File: src/hw/rtl/dfr_pkg.sv
// shared widths, opcodes and status codes of the deduplicating queue
package dfr_pkg;

    localparam int VALUE_W  = 4;
    localparam int OPCODE_W = 3;
    localparam int STATUS_W = 2;

    typedef logic [VALUE_W-1:0]  value_t;
    typedef logic [OPCODE_W-1:0] opcode_t;
    typedef logic [STATUS_W-1:0] status_t;

    // opcodes
    localparam opcode_t OP_ADD    = 3'd0;
    localparam opcode_t OP_POP    = 3'd1;
    localparam opcode_t OP_PEEK   = 3'd2;
    localparam opcode_t OP_REMOVE = 3'd3;
    localparam opcode_t OP_CLEAR  = 3'd4;

    // result status codes
    localparam status_t ST_OK      = 2'd0;
    localparam status_t ST_MISSING = 2'd1;
    localparam status_t ST_DUP     = 2'd2;
    localparam status_t ST_FULL    = 2'd3;

endpackage

File: src/hw/rtl/dfr_req_if.sv
// request channel: opcode and value with valid/ready handshake
interface dfr_req_if;

    logic              valid;
    logic              ready;
    dfr_pkg::opcode_t  opcode;
    dfr_pkg::value_t   value;

    modport source (output valid, output opcode, output value, input ready);
    modport sink   (input valid, input opcode, input value, output ready);

endinterface

File: src/hw/rtl/dfr_rsp_if.sv
// response channel: result value, status and empty flag with valid/ready handshake
interface dfr_rsp_if;

    logic              valid;
    logic              ready;
    dfr_pkg::value_t   result_value;
    dfr_pkg::status_t  status;
    logic              now_empty;

    modport source (output valid, output result_value, output status, output now_empty,
                    input ready);
    modport sink   (input valid, input result_value, input status, input now_empty,
                    output ready);

endinterface

File: src/hw/rtl/dedup_fifo_with_remove_unit.sv
// Deduplicating request queue with remove-by-value. Each request transaction
// (add, pop, peek, remove, clear) gives exactly one response transaction. Entries
// live in a single-port-read, single-port-write memory of DEPTH words with a
// registered read; one request is worked on at a time. Clear and unknown
// opcodes load the response register at the accept edge, so the response is
// valid in the next cycle. Add, pop, peek and remove scan the queue from the
// oldest entry, one memory read per cycle, and answer when an entry matches or
// the scan runs past the newest entry. Pop and remove then close the gap with a
// read-ahead copy loop that moves one entry per cycle. The slowest requests are
// a pop or a successful remove on a full queue. A new request is taken only
// when the unit is idle and its response register is free or being emptied,
// so the next request can be accepted in the same cycle as the previous
// response is taken.
module dedup_fifo_with_remove_unit #(
    parameter int DEPTH = 16
) (
    input  logic       clk,
    input  logic       rst_n,
    dfr_req_if.sink    req,
    dfr_rsp_if.source  rsp
);

    localparam int CNT_W = $clog2(DEPTH + 1);
    localparam int ADR_W = (DEPTH > 1) ? $clog2(DEPTH) : 1;
    localparam logic [CNT_W-1:0] DEPTH_C = CNT_W'(DEPTH);
    localparam logic [CNT_W-1:0] ONE_C   = CNT_W'(1);

    localparam logic [1:0] S_IDLE  = 2'd0;
    localparam logic [1:0] S_SCAN  = 2'd1;
    localparam logic [1:0] S_SHIFT = 2'd2;

    // entry storage
    dfr_pkg::value_t mem [DEPTH];

    logic [1:0]         state_reg,   state_next;
    logic [CNT_W-1:0]   count_reg,   count_next;
    logic [CNT_W-1:0]   addr_reg,    addr_next;
    logic               rd_vld_reg,  rd_vld_next;
    logic [CNT_W-1:0]   rd_idx_reg,  rd_idx_next;
    dfr_pkg::value_t    rd_data_reg;
    dfr_pkg::opcode_t   op_reg,      op_next;
    dfr_pkg::value_t    val_reg,     val_next;
    dfr_pkg::value_t    res_reg,     res_next;
    logic               out_vld_reg, out_vld_next;
    dfr_pkg::value_t    out_val_reg, out_val_next;
    dfr_pkg::status_t   out_st_reg,  out_st_next;
    logic               out_emp_reg, out_emp_next;

    logic               mem_re;
    logic [ADR_W-1:0]   mem_raddr;
    logic               mem_we;
    logic [ADR_W-1:0]   mem_waddr;
    dfr_pkg::value_t    mem_wdata;
    logic               accept;
    logic               out_free;
    logic               hit;
    logic [CNT_W-1:0]   wr_pos;

    // handshake
    assign out_free  = !out_vld_reg || rsp.ready;
    assign req.ready = (state_reg == S_IDLE) && out_free;
    assign accept    = req.valid && req.ready;

    assign rsp.valid        = out_vld_reg;
    assign rsp.result_value = out_val_reg;
    assign rsp.status       = out_st_reg;
    assign rsp.now_empty    = out_emp_reg;

    // compare of the entry read in the previous cycle
    assign hit = rd_vld_reg &&
                 ((rd_data_reg == val_reg) || (op_reg == dfr_pkg::OP_POP) ||
                  (op_reg == dfr_pkg::OP_PEEK));
    assign wr_pos = rd_idx_reg - ONE_C;

    // control and next-state logic
    always_comb
    begin
        state_next   = state_reg;
        count_next   = count_reg;
        addr_next    = addr_reg;
        rd_vld_next  = 1'b0;
        rd_idx_next  = rd_idx_reg;
        op_next      = op_reg;
        val_next     = val_reg;
        res_next     = res_reg;
        out_vld_next = out_vld_reg && !rsp.ready;
        out_val_next = out_val_reg;
        out_st_next  = out_st_reg;
        out_emp_next = out_emp_reg;
        mem_re       = 1'b0;
        mem_raddr    = addr_reg[ADR_W-1:0];
        mem_we       = 1'b0;
        mem_waddr    = count_reg[ADR_W-1:0];
        mem_wdata    = val_reg;

        unique case (state_reg)
            S_IDLE:
            begin
                if (accept)
                begin
                    op_next  = req.opcode;
                    val_next = req.value;
                    addr_next = '0;
                    if ((req.opcode == dfr_pkg::OP_ADD) || (req.opcode == dfr_pkg::OP_POP) ||
                        (req.opcode == dfr_pkg::OP_PEEK) ||
                        (req.opcode == dfr_pkg::OP_REMOVE))
                    begin
                        state_next = S_SCAN;
                    end
                    else
                    begin
                        // clear or no-op answers at once
                        if (req.opcode == dfr_pkg::OP_CLEAR)
                        begin
                            count_next = '0;
                        end
                        out_vld_next = 1'b1;
                        out_val_next = '0;
                        out_st_next  = dfr_pkg::ST_OK;
                        out_emp_next = (req.opcode == dfr_pkg::OP_CLEAR) || (count_reg == '0);
                    end
                end
            end

            S_SCAN:
            begin
                priority if (hit)
                begin
                    res_next = rd_data_reg;
                    unique case (op_reg)
                        dfr_pkg::OP_ADD:
                        begin
                            out_vld_next = 1'b1;
                            out_val_next = '0;
                            out_st_next  = dfr_pkg::ST_DUP;
                            out_emp_next = (count_reg == '0);
                            state_next   = S_IDLE;
                        end
                        dfr_pkg::OP_PEEK:
                        begin
                            out_vld_next = 1'b1;
                            out_val_next = rd_data_reg;
                            out_st_next  = dfr_pkg::ST_OK;
                            out_emp_next = (count_reg == '0);
                            state_next   = S_IDLE;
                        end
                        default:
                        begin
                            // pop or remove: copy the entries behind the hit forward
                            addr_next  = rd_idx_reg + ONE_C;
                            state_next = S_SHIFT;
                        end
                    endcase
                end
                else if (addr_reg < count_reg)
                begin
                    mem_re      = 1'b1;
                    rd_vld_next = 1'b1;
                    rd_idx_next = addr_reg;
                    addr_next   = addr_reg + ONE_C;
                end
                else if (!rd_vld_reg)
                begin
                    // scan ended without a match
                    out_vld_next = 1'b1;
                    out_val_next = '0;
                    state_next   = S_IDLE;
                    if (op_reg == dfr_pkg::OP_ADD)
                    begin
                        if (count_reg >= DEPTH_C)
                        begin
                            out_st_next  = dfr_pkg::ST_FULL;
                            out_emp_next = (count_reg == '0);
                        end
                        else
                        begin
                            mem_we       = 1'b1;
                            count_next   = count_reg + ONE_C;
                            out_val_next = val_reg;
                            out_st_next  = dfr_pkg::ST_OK;
                            out_emp_next = 1'b0;
                        end
                    end
                    else
                    begin
                        out_st_next  = dfr_pkg::ST_MISSING;
                        out_emp_next = (count_reg == '0);
                    end
                end
                else
                begin
                    rd_vld_next = 1'b0;
                end
            end

            S_SHIFT:
            begin
                // write back the entry fetched last cycle one slot nearer the head
                if (rd_vld_reg)
                begin
                    mem_we    = 1'b1;
                    mem_waddr = wr_pos[ADR_W-1:0];
                    mem_wdata = rd_data_reg;
                end
                priority if (addr_reg < count_reg)
                begin
                    mem_re      = 1'b1;
                    rd_vld_next = 1'b1;
                    rd_idx_next = addr_reg;
                    addr_next   = addr_reg + ONE_C;
                end
                else if (!rd_vld_reg)
                begin
                    count_next   = count_reg - ONE_C;
                    out_vld_next = 1'b1;
                    out_val_next = res_reg;
                    out_st_next  = dfr_pkg::ST_OK;
                    out_emp_next = (count_reg == ONE_C);
                    state_next   = S_IDLE;
                end
                else
                begin
                    rd_vld_next = 1'b0;
                end
            end

            default:
            begin
                state_next = S_IDLE;
            end
        endcase
    end

    // control registers
    always_ff @(posedge clk or negedge rst_n)
    begin
        if (!rst_n)
        begin
            state_reg   <= S_IDLE;
            count_reg   <= '0;
            addr_reg    <= '0;
            rd_vld_reg  <= 1'b0;
            out_vld_reg <= 1'b0;
        end
        else
        begin
            state_reg   <= state_next;
            count_reg   <= count_next;
            addr_reg    <= addr_next;
            rd_vld_reg  <= rd_vld_next;
            out_vld_reg <= out_vld_next;
        end
    end

    // payload registers
    always_ff @(posedge clk)
    begin
        rd_idx_reg  <= rd_idx_next;
        op_reg      <= op_next;
        val_reg     <= val_next;
        res_reg     <= res_next;
        out_val_reg <= out_val_next;
        out_st_reg  <= out_st_next;
        out_emp_reg <= out_emp_next;
    end

    // entry memory, registered read
    always_ff @(posedge clk)
    begin
        if (mem_we)
        begin
            mem[mem_waddr] <= mem_wdata;
        end
        if (mem_re)
        begin
            rd_data_reg <= mem[mem_raddr];
        end
    end

`ifndef SYNTH
    // fill level never passes the capacity
    a_count_bound: assert property (@(posedge clk) disable iff (!rst_n)
        count_reg <= DEPTH_C)
        else $error("queue count above capacity");

    // gap closing only happens on a non-empty queue
    a_shift_nonempty: assert property (@(posedge clk) disable iff (!rst_n)
        (state_reg == S_SHIFT) |-> (count_reg != '0))
        else $error("shift with empty queue");

    // failed operations carry a zero value
    a_fail_zero: assert property (@(posedge clk) disable iff (!rst_n)
        (out_vld_reg && (out_st_reg != dfr_pkg::ST_OK)) |-> (out_val_reg == '0))
        else $error("nonzero value on failed response");

    // no request is taken while one is being worked on
    a_busy_stall: assert property (@(posedge clk) disable iff (!rst_n)
        (state_reg != S_IDLE) |-> !req.ready)
        else $error("request accepted while busy");

    // now_empty agrees with the fill level when a response appears
    a_empty_flag: assert property (@(posedge clk) disable iff (!rst_n)
        $rose(out_vld_reg) |-> (out_emp_reg == (count_reg == '0)))
        else $error("empty flag disagrees with count");
`endif

endmodule
File: src/flat_wrapper.sv
// flat-port wrapper written by rule: the top's interface ports become plain ports
module dedup_fifo_with_remove_unit_flat 
#(
    parameter int DEPTH = 16
)
  (clk, rst_n, req_valid, req_opcode, req_value, req_ready, rsp_valid, rsp_result_value, rsp_status, rsp_now_empty, rsp_ready);
  dfr_req_if req_i ();
  dfr_rsp_if rsp_i ();
  input  logic clk;
  input  logic rst_n;
  input wire logic [$bits(req_i.valid)-1:0] req_valid;
  input wire logic [$bits(req_i.opcode)-1:0] req_opcode;
  input wire logic [$bits(req_i.value)-1:0] req_value;
  output wire logic [$bits(req_i.ready)-1:0] req_ready;
  output wire logic [$bits(rsp_i.valid)-1:0] rsp_valid;
  output wire logic [$bits(rsp_i.result_value)-1:0] rsp_result_value;
  output wire logic [$bits(rsp_i.status)-1:0] rsp_status;
  output wire logic [$bits(rsp_i.now_empty)-1:0] rsp_now_empty;
  input wire logic [$bits(rsp_i.ready)-1:0] rsp_ready;
  assign req_i.valid = req_valid;
  assign req_i.opcode = req_opcode;
  assign req_i.value = req_value;
  assign req_ready = req_i.ready;
  assign rsp_valid = rsp_i.valid;
  assign rsp_result_value = rsp_i.result_value;
  assign rsp_status = rsp_i.status;
  assign rsp_now_empty = rsp_i.now_empty;
  assign rsp_i.ready = rsp_ready;
  dedup_fifo_with_remove_unit #(.DEPTH(DEPTH)) u_core (.clk(clk), .rst_n(rst_n), .req(req_i), .rsp(rsp_i));
endmodule
File: config.mk
export PLATFORM = sky130hd
export DESIGN_NAME = dedup_fifo_with_remove_unit_flat
export DESIGN_NICKNAME = d
export VERILOG_FILES = /design/src/hw/rtl/dfr_pkg.sv /design/src/hw/rtl/dfr_req_if.sv /design/src/hw/rtl/dfr_rsp_if.sv /design/src/hw/rtl/dedup_fifo_with_remove_unit.sv /design/src/flat_wrapper.sv
export SDC_FILE = /design/constraint.sdc
export NUM_CORES = 1
export LEC_CHECK = 0
export BUFFER_PORTS_ARGS = -buffer_cell sky130_fd_sc_hd__buf_2
export CAP_MARGIN = 10
export CELL_PAD_IN_SITES_DETAIL_PLACEMENT = 1
export CELL_PAD_IN_SITES_GLOBAL_PLACEMENT = 2
export CORE_MARGIN = 1.5
export CORE_UTILIZATION = 45
export DETAILED_ROUTE_END_ITERATION = 7
export PLACE_DENSITY = 0.82
export SLEW_MARGIN = 20
export SYNTH_ARGS = -nofsm -noshare
export SYNTH_HDL_FRONTEND = slang
export SYNTH_SLANG_ARGS = --single-unit
File: constraint.sdc
create_clock -name clk -period 7.6 [get_ports clk]
set_input_delay 0.38 -clock clk [delete_from_list [all_inputs] [get_ports clk]]
set_output_delay 0.38 -clock clk [all_outputs]
set_load 0.03 [all_outputs]
==> impl_metrics.tcl, run 1 <==
set metrics [dict create \
    p_leak_nw 1.90 \
    fin_ws_ps 4290 \
    ys_types 60 \
    grt_max_degree 23 \
    cp_cell_sequence "ha_1 -> a21o_1 -> a31oi_1 -> o21a_1 -> o21ai_1 -> nor4b_1" \
    synthCells 372 \
    ir_worst_vdd_mv 0.184 \
    n_antenna_cell 0 \
    clock.fmax_mhz 302 \
    cp-start-kind "flip-flop" \
    design_area_sq_mm 0.00549 \
    synth_edf_count 91 \
    placed_area_sq_mm 0.00528 \
    status "finished clean" \
    maxSlewViolCount 0 \
    hp-class "in -> reg" \
    die_area_sq_mm 0.0119 \
    holdWs_ps 162 \
    largest_reg_flops 64 \
    nets 413 \
    regMostFlops "u_core.mem" \
    yosysWarnings 0 \
    maxCapViolCount 0 \
    via_per_inst 5.95 \
    min-delay-start "req_value[0]" \
    dieHeight_microns 109 \
    reg2reg_from "u_core.addr_reg[1]" \
    areaGrowthSynthToFinish_pct 8.30 \
    cts_resized 0 \
    clock_latency_ps 400 \
    clock-sinks 105 \
    synth_area_leader_cell "edfxtp_1" \
    fin_cells 533 \
    post-cts-setup-buffer-count 0 \
    synth.cell_area_sq_mm 0.00507 \
    initial_utilization 0.465 \
    yosys.area_share.simple 0.108 \
    slowest_delay_ps 960 \
    synth_top_family_by_area "simple AND/OR/NAND/NOR gates" \
    ys_ff_latch 105 \
    end_kind "flip-flop" \
    fp-row-count 38 \
    synth_common_cells "edfxtp_1, nand2_1, nor2_1, mux4_2" \
    cts-root-buf "clkbuf_8" \
    grt_usage 0.230 \
    worstPathRequired_ps 7630 \
    synth_top_area_frac 0.539 \
    h-tree-depth 3 \
    cts_tree "built" \
    core-area_sq_mm 0.0109 \
    worstMarginPinSlew_ps 1050 \
    grt_pass1_wl_microns 19500 \
    finalHoldViolations 0 \
    dp_slack_ps 4170 \
    arrival_ps 3340 \
    firstDrtPassIters 4 \
    wire_per_inst_microns 23.3 \
    synth_ff_type "edfxtp_1" \
    startpoint "u_core.addr_reg[1]" \
    path_delay_family "flip-flops" \
    rsz0062_at_grt "no" \
    grt_pass1_vias 3382 \
    first_iter_violations 145 \
    critPathBufInv 0 \
    synth.most_common_cell "edfxtp_1" \
    critical_path_class "reg -> reg" \
    dpl.cell_count 516 \
    die_w_microns 109 \
    final_antenna_net_count 0 \
    clk_pin_slew_ps 100 \
    cts.path.max_buffers 2 \
    dpl.hpwl_microns 8760 \
    syn_nets 397 \
    cts_made_buffers 9 \
    place.gp.congestion 0.800 \
    total_power_mw 1.94 \
    drt-total-wl_microns 12400 \
    io_pins 20 \
    io_buffers 19 \
    synth_async_sr_flop_share 0.133 \
    synthMuxAreaShare 0.101 \
    drc_errors 0 \
    fin_setup_tns_ps 0 \
    maxSlewHeadroom 0.295 \
    syn_area_per_cell_sq_um 13.6 \
    dr_total_vias 3169 \
    critical-path-slowest-cell "dfrtp_1" \
    synth-xor-area-share 0.0207 \
    gr-total-overflow 0 \
    fillers 1112 \
    worstPathMaxFanout 22 \
    post-route-min-period_ps 3310 \
    antenna_found_initial 0 \
    ys_seq_area_frac 0.608 \
    final_util 0.504 \
    drive_gt1_frac 0.165 \
    timing.final.crit_share 0.436 \
    synth_fa_ha_area_frac 0.0346 \
    finClkSkew_ps 15.7 \
    setup_viol 0 \
    synth_compound_area_frac 0.101 \
    powerDensity_mw_per_mm2 353 \
    synth_area_leaders "edfxtp_1, mux4_2, dfrtp_1, ha_1, nand2_1" \
]
==> cells by family (layout without fill, tap and decap cells) <==
group                      after synthesis  in the layout
AOI/OAI and AO/OA                       69             69
xor gates and xnor gates                12             12
adders and majority gates               14             14
buffers and inverters                   33             54
DFF                                    105            105
muxes                                   26             26
and+or+nand+nor                        113            113
==> power by group <==
group / internal (mW) / leakage (nW) / switching (mW)
clock: 0.155 / 0.0941 / 0.201
sequential: 0.747 / 1.02 / 0.109
combinational: 0.265 / 0.788 / 0.460
total: 1.17 / 1.90 / 0.771
==> repair_timing <==
item | in CTS | in global routing
hold buffers | 1 | 0
hold endpoints to repair | 14 | 0
setup endpoints to repair | 0 | 0
==> cells in the final DEF, fill, tap and decap left out, types with 3 or more instances in the layout <==
master / count
edfxtp_1: 91
nand2_1: 44
nor2_1: 25
mux4_2: 20
buf_2: 19
o21ai_0: 15
inv_1: 15
ha_1: 14
dfrtp_1: 13
nor3_1: 11
a21oi_1: 9
clkbuf_8: 9
nand3_1: 8
xor2_1: 7
xnor2_1: 5
o21ai_1: 4
a32oi_1: 4
and3_1: 4
o21a_1: 4
and2_1: 3
or3_1: 3
o31a_1: 3
o22ai_1: 3
o32a_1: 3
mux2i_1: 3
==> path summary, 6_finish.rpt <==
path | endpoint | slack [ps] | cells after the start
worst min register to register | u_core.rd_idx_reg[4] | 570 | 0
worst min-delay path | u_core.val_reg[0] | 160 | 1
worst max register to register | u_core.mem[6][0] | 4290 | 6
worst max-delay path | u_core.mem[6][0] | 4290 | 6
max in group asynchronous | u_core.addr_reg[0] | 6870 | 2
min in group asynchronous | u_core.addr_reg[4] | 430 | 2
==> cell type report <==
type | count | area [sq um] | area share
Clock buffer | 11 | 131 | 0.0239
Clock inverter | 5 | 63.8 | 0.0116
Inverter | 16 | 60.1 | 0.0109
Multi-Input combinational cell | 234 | 1850 | 0.338
Sequential cell | 105 | 3080 | 0.562
Tap cell | 140 | 175 | 0.0319
Timing Repair Buffer | 22 | 120 | 0.0219
==> metal layers <==
metal	vias up	wire, microns	global-route usage
met1	1637	5670	0.301
met3	11	640	0.0652
met5	-	0	0
li1	1449	-	-
met2	72	5980	0.371
met4	0	155	0.0686
Power figures use the tool's default switching activity.
==> inputs of run 2 (changes only) <==
--- a/config.mk
+++ b/config.mk
@@ -10,9 +10,9 @@
 export CELL_PAD_IN_SITES_DETAIL_PLACEMENT = 1
 export CELL_PAD_IN_SITES_GLOBAL_PLACEMENT = 2
 export CORE_MARGIN = 1.5
-export CORE_UTILIZATION = 45
+export CORE_UTILIZATION = 40
 export DETAILED_ROUTE_END_ITERATION = 7
-export PLACE_DENSITY = 0.82
+export PLACE_DENSITY = 0.78
 export SLEW_MARGIN = 20
 export SYNTH_ARGS = -nofsm -noshare
 export SYNTH_HDL_FRONTEND = slang
==> constraint.sdc (replaced) <==
create_clock -name clk -period 3 [get_ports clk]
set_input_delay 0.15 -clock clk [delete_from_list [all_inputs] [get_ports clk]]
set_output_delay 0.15 -clock clk [all_outputs]
set_load 0.03 [all_outputs]
==> impl_metrics.tcl, run 2 (same netlist as run 1, synthesis figures left out) <==
set metrics [dict create \
    rsz0062_at_grt "no" \
    grt_max_degree 22 \
    place.gp.congestion 0.779 \
    arrival_ps 2530 \
    p_clk_frac 0.230 \
    slowest_delay_ps 870 \
    setup_viol 0 \
    core-area_sq_mm 0.0122 \
    p_comb_frac 0.396 \
    n_antenna_cell 0 \
    layout_common_cells "edfxtp_1, nand2_1, buf_4" \
    clock_latency_ps 360 \
    fp-row-count 40 \
    worstMarginPinSlew_ps 1020 \
    final_common_cell "edfxtp_1" \
    cp_cell_sequence "inv_1 -> ha_1 -> nand2_1 -> buf_4 -> o21a_1 -> nor4b_1" \
    dieHeight_microns 116 \
    dp_slack_ps 457 \
    final_antenna_net_count 0 \
    first_iter_violations 238 \
    dr_total_vias 3301 \
    critical-path-slowest-cell "nor4b_1" \
    drt-total-wl_microns 12400 \
    initial_utilization 0.417 \
    grt_pass1_vias 3484 \
    hold_buffers 7 \
    hp-class "in -> reg" \
    finClkSkew_ps 10.1 \
    grt_pass1_wl_microns 19700 \
    cts.path.max_buffers 2 \
    maxCapViolCount 0 \
    timing.final.crit_share 0.850 \
    maxSlewViolCount 0 \
    regMostFlops "u_core.mem" \
    drive_gt1_frac 0.213 \
    fillers 1232 \
    cts-root-buf "clkbuf_16" \
    end_kind "flip-flop" \
    min-delay-start "req_opcode[2]" \
    powerDensity_mw_per_mm2 921 \
    firstDrtPassIters 4 \
    gr-total-overflow 0 \
    cts_made_buffers 9 \
    critical_path_class "reg -> reg" \
    reg2reg_from "u_core.state_reg[0]" \
    nets 443 \
    worstPathRequired_ps 2980 \
    fin_ws_ps 451 \
    wire_per_inst_microns 21.0 \
    grt_usage 0.202 \
    cp-start-kind "flip-flop" \
    die_w_microns 116 \
    ir_worst_vdd_mv 0.338 \
    h-tree-depth 3 \
    internal_power_mw 3.37 \
    clk_pin_slew_ps 70 \
    p_sw_mw 2.06 \
    post-route-min-period_ps 2550 \
    finalHoldViolations 0 \
    clock.fmax_mhz 392 \
    switching_share 0.379 \
    via_per_inst 5.59 \
    drc_errors 0 \
    seqPwrFrac 0.374 \
    worstPathMaxFanout 7 \
    largest_reg_flops 64 \
    antenna_found_initial 0 \
    maxSlewHeadroom 0.311 \
    dpl.hpwl_microns 9070 \
    areaGrowthSynthToFinish_pct 16.1 \
    post-cts-setup-buffer-count 0 \
    clock-sinks 105 \
    status "finished clean" \
    startpoint "u_core.state_reg[0]" \
    cts_resized 0 \
    p_leak_nw 2.10 \
    cts_tree "built" \
    io_pins 20 \
    fin_setup_tns_ps 0 \
    die_area_sq_mm 0.0134 \
    io_buffers 19 \
]
-- run 2: area by class of cell --
class                   count  area, sq um  share of cell area
clock buffers               9          225              0.0383
flip-flops and latches    105         3080               0.524
well taps                 168          210              0.0357
repair buffers             52          360              0.0612
multi-input cells         234         1850               0.315
inverters                  16         60.1              0.0102
clock inverters             7         93.8              0.0159
-- run 2: path summary, 6_finish.rpt --
kind                       slack, ps  depth (start not counted)                   to
max in group asynchronous       2460                          2  u_core.count_reg[4]
hold / removal                    30                          1     u_core.op_reg[2]
setup / recovery                 450                          6     u_core.mem[6][2]
min in group asynchronous        240                          2   u_core.addr_reg[3]
setup reg to reg                 450                          6     u_core.mem[6][2]
hold reg to reg                  560                          0    u_core.res_reg[0]
-- run 2: per-stage QoR --
step | utilization | hold slack [ps] | cell area, sq um | std cells | power [mW]
2_1_floorplan | - | -146 | 5070 | 372 | 3.48
3_3_place_gp | 0.452 | 95.4 | 5500 | 568 | 4.15
3_5_place_dp | 0.452 | 102 | 5500 | 568 | 4.20
4_1_cts | 0.484 | 23.5 | 5890 | 591 | 5.46
5_1_grt | 0.484 | 39.9 | 5890 | 591 | 5.72
6_report | 0.484 | 27.2 | 5890 | 591 | 5.42
-- run 2: metal layers --
| layer | share of wire | vias up | track usage |
|---|---|---|---|
| met5 | 0 | - | 0 |
| met4 | 0.014 | 0 | 0.0667 |
| met3 | 0.046 | 11 | 0.0366 |
| met2 | 0.48 | 71 | 0.333 |
| met1 | 0.46 | 1698 | 0.272 |
| li1 | - | 1521 | - |
-- run 2: critical path, delay by kind of cell, from the launching register on --
kind | cells | cell delay [ps]
flip-flops | 1 | 410
AND/OR/NAND/NOR | 2 | 1030
buffers and inverters | 2 | 300
adder cells (fa/ha/maj) | 1 | 210
AO/OA/AOI/OAI | 1 | 210
-- run 2: power groups by stage --
stage	clock (mW)	combinational, mW	sequential (mW)
detailed placement	0	2.14	2.06
global placement	0	2.10	2.05
finish	1.25	2.15	2.03
global route	1.31	2.35	2.05
CTS	1.27	2.16	2.03
floorplan	0	1.32	2.16
==> inputs of run 3 (changes only) <==
--- a/config.mk
+++ b/config.mk
@@ -10,9 +10,9 @@
 export CELL_PAD_IN_SITES_DETAIL_PLACEMENT = 1
 export CELL_PAD_IN_SITES_GLOBAL_PLACEMENT = 2
 export CORE_MARGIN = 1.5
-export CORE_UTILIZATION = 40
+export CORE_UTILIZATION = 44
 export DETAILED_ROUTE_END_ITERATION = 7
-export PLACE_DENSITY = 0.78
+export PLACE_DENSITY = 0.81
 export SLEW_MARGIN = 20
 export SYNTH_ARGS = -nofsm -noshare
 export SYNTH_HDL_FRONTEND = slang
==> constraint.sdc (replaced) <==
create_clock -name clk -period 2.35 [get_ports clk]
set_input_delay 0.1175 -clock clk [delete_from_list [all_inputs] [get_ports clk]]
set_output_delay 0.1175 -clock clk [all_outputs]
set_load 0.03 [all_outputs]
==> impl_metrics.tcl, run 3 (same netlist as run 1, synthesis figures left out) <==
set metrics [dict create \
    arrival_ps 2390 \
    die_area_sq_mm 0.0122 \
    drt-total-wl_microns 13600 \
    rsz0062_at_grt "yes" \
    via_per_inst 5.90 \
    fp-row-count 39 \
    wire_per_inst_microns 23.5 \
    antenna_found_initial 0 \
    cts_tree "built" \
    dpl.hpwl_microns 9930 \
    multi_input_area_sq_mm 0.00200 \
    h-tree-depth 3 \
    regMostFlops "u_core.mem" \
    place.gp.congestion 0.798 \
    ff_latch_area_sq_mm 0.00308 \
    finClkSkew_ps 9.07 \
    die_w_microns 110 \
    clock_latency_ps 360 \
    setup_viol 0 \
    final_antenna_net_count 0 \
    worstMarginPinSlew_ps 688 \
    hp-class "in -> reg" \
    maxCapViolCount 0 \
    areaGrowthSynthToFinish_pct 20.1 \
    n_antenna_cell 0 \
    cts-root-buf "clkbuf_16" \
    core-area_sq_mm 0.0113 \
    cts_made_buffers 9 \
    cts.path.max_buffers 2 \
    holdWs_ps 153 \
    dr_total_vias 3416 \
    clock.fmax_mhz 432 \
    first_iter_violations 231 \
    grt_pass1_wl_microns 20900 \
    post-route-min-period_ps 2310 \
    worstPathRequired_ps 2420 \
    status "finished clean" \
    finalHoldViolations 0 \
    nets 457 \
    design_area_sq_mm 0.00608 \
    clock-sinks 105 \
    gr-total-overflow 0 \
    clk_pin_slew_ps 70 \
    grt_pass1_vias 3638 \
    dieHeight_microns 110 \
    cp-start-kind "flip-flop" \
    grt_max_degree 22 \
    final_util 0.537 \
    p_leak_nw 2.18 \
    timing.final.crit_share 0.985 \
    drc_errors 0 \
    end_kind "flip-flop" \
    critical_path_class "reg -> reg" \
    grt_usage 0.246 \
    fillers 1137 \
    maxSlewHeadroom 0.540 \
    worstPathMaxFanout 9 \
    ir_worst_vdd_mv 0.663 \
    largest_reg_flops 64 \
    maxSlewViolCount 0 \
    drive_gt1_frac 0.289 \
    initial_utilization 0.448 \
    firstDrtPassIters 4 \
    layout_common_cells "edfxtp_1, nand2_1, buf_4" \
    final_common_cell "edfxtp_1" \
    io_buffers 19 \
    io_pins 20 \
    powerDensity_mw_per_mm2 1170 \
    placed_area_sq_mm 0.00557 \
]
-- run 3: changes by cell type in the layout (fill, tap and decap cells not counted), moves of 2 or more --
cell     before  now
nor2_2        0    4
nand3_1       8    6
nor2_4        0   12
nor2_1       25    9
buf_4        26   37
-- run 3: final timing paths --
kind / start / to / slack (ps) / depth (start not counted)
hold reg to reg: u_core.addr_reg[4] / u_core.rd_idx_reg[4] / 560 / 0
max in group asynchronous: rst_n / u_core.state_reg[0] / 1830 / 2
min in group asynchronous: rst_n / u_core.count_reg[0] / 220 / 2
setup / recovery: u_core.state_reg[0] / u_core.mem[6][2] / 40 / 8
hold / removal: rsp_ready / u_core.rsp.valid / 150 / 3
setup reg to reg: u_core.state_reg[0] / u_core.mem[6][2] / 40 / 8
-- run 3: layer usage --
layer	wire length (microns)	vias up	track usage
met3	651	36	0.0741
met2	6610	104	0.395
met5	0	-	0
li1	-	1549	-
met1	5720	1727	0.296
met4	600	0	0.134
-- run 3: critical path, cell delays in order (launching register included) --
cell,delay [ps]
dfrtp_2,440
inv_1,140
ha_1,270
nand2_4,130
nor3_1,230
o21ai_0,140
buf_4,190
nor4b_2,280
buf_4,190
-- run 3: power breakdown --
| group | switching (mW) | internal, mW |
|---|---|---|
| clock network | 0.694 | 0.727 |
| registers | 0.194 | 2.42 |
| logic | 1.87 | 1.19 |
| total | 2.76 | 4.34 |
-- run 3: through the flow --
step	setup TNS [ps]	std cells	worst slack, ps	total power [mW]
final	0	579	35.7	7.10
after global routing	-750	579	-95.3	7.49
after CTS	-352	576	-28.8	7.02
after detailed placement	-7080	553	-231	5.55
after global placement	-3220	553	-150	5.45
after floorplan	0	372	24.0	4.44
-- run 3: cell type report --
type                       instances  share of cell area
sequential                       105               0.507
multi-input combinational        234               0.329
timing repair buffer              66              0.0796
clock buffer                       9              0.0370
tap                              143              0.0294
inverter                          16             0.00987
clock inverter                     6             0.00823
-- run 3: what timing repair did --
| action | CTS | global route |
|---|---|---|
| hold buffers | 8 | 0 |
| endpoints found under the setup margin | 64 | 75 |
| pin swaps | 0 | 4 |
| gates resized for setup | 10 | 26 |
| buffers inserted | 0 | 3 |
| endpoints found under the hold margin | 21 | 0 |
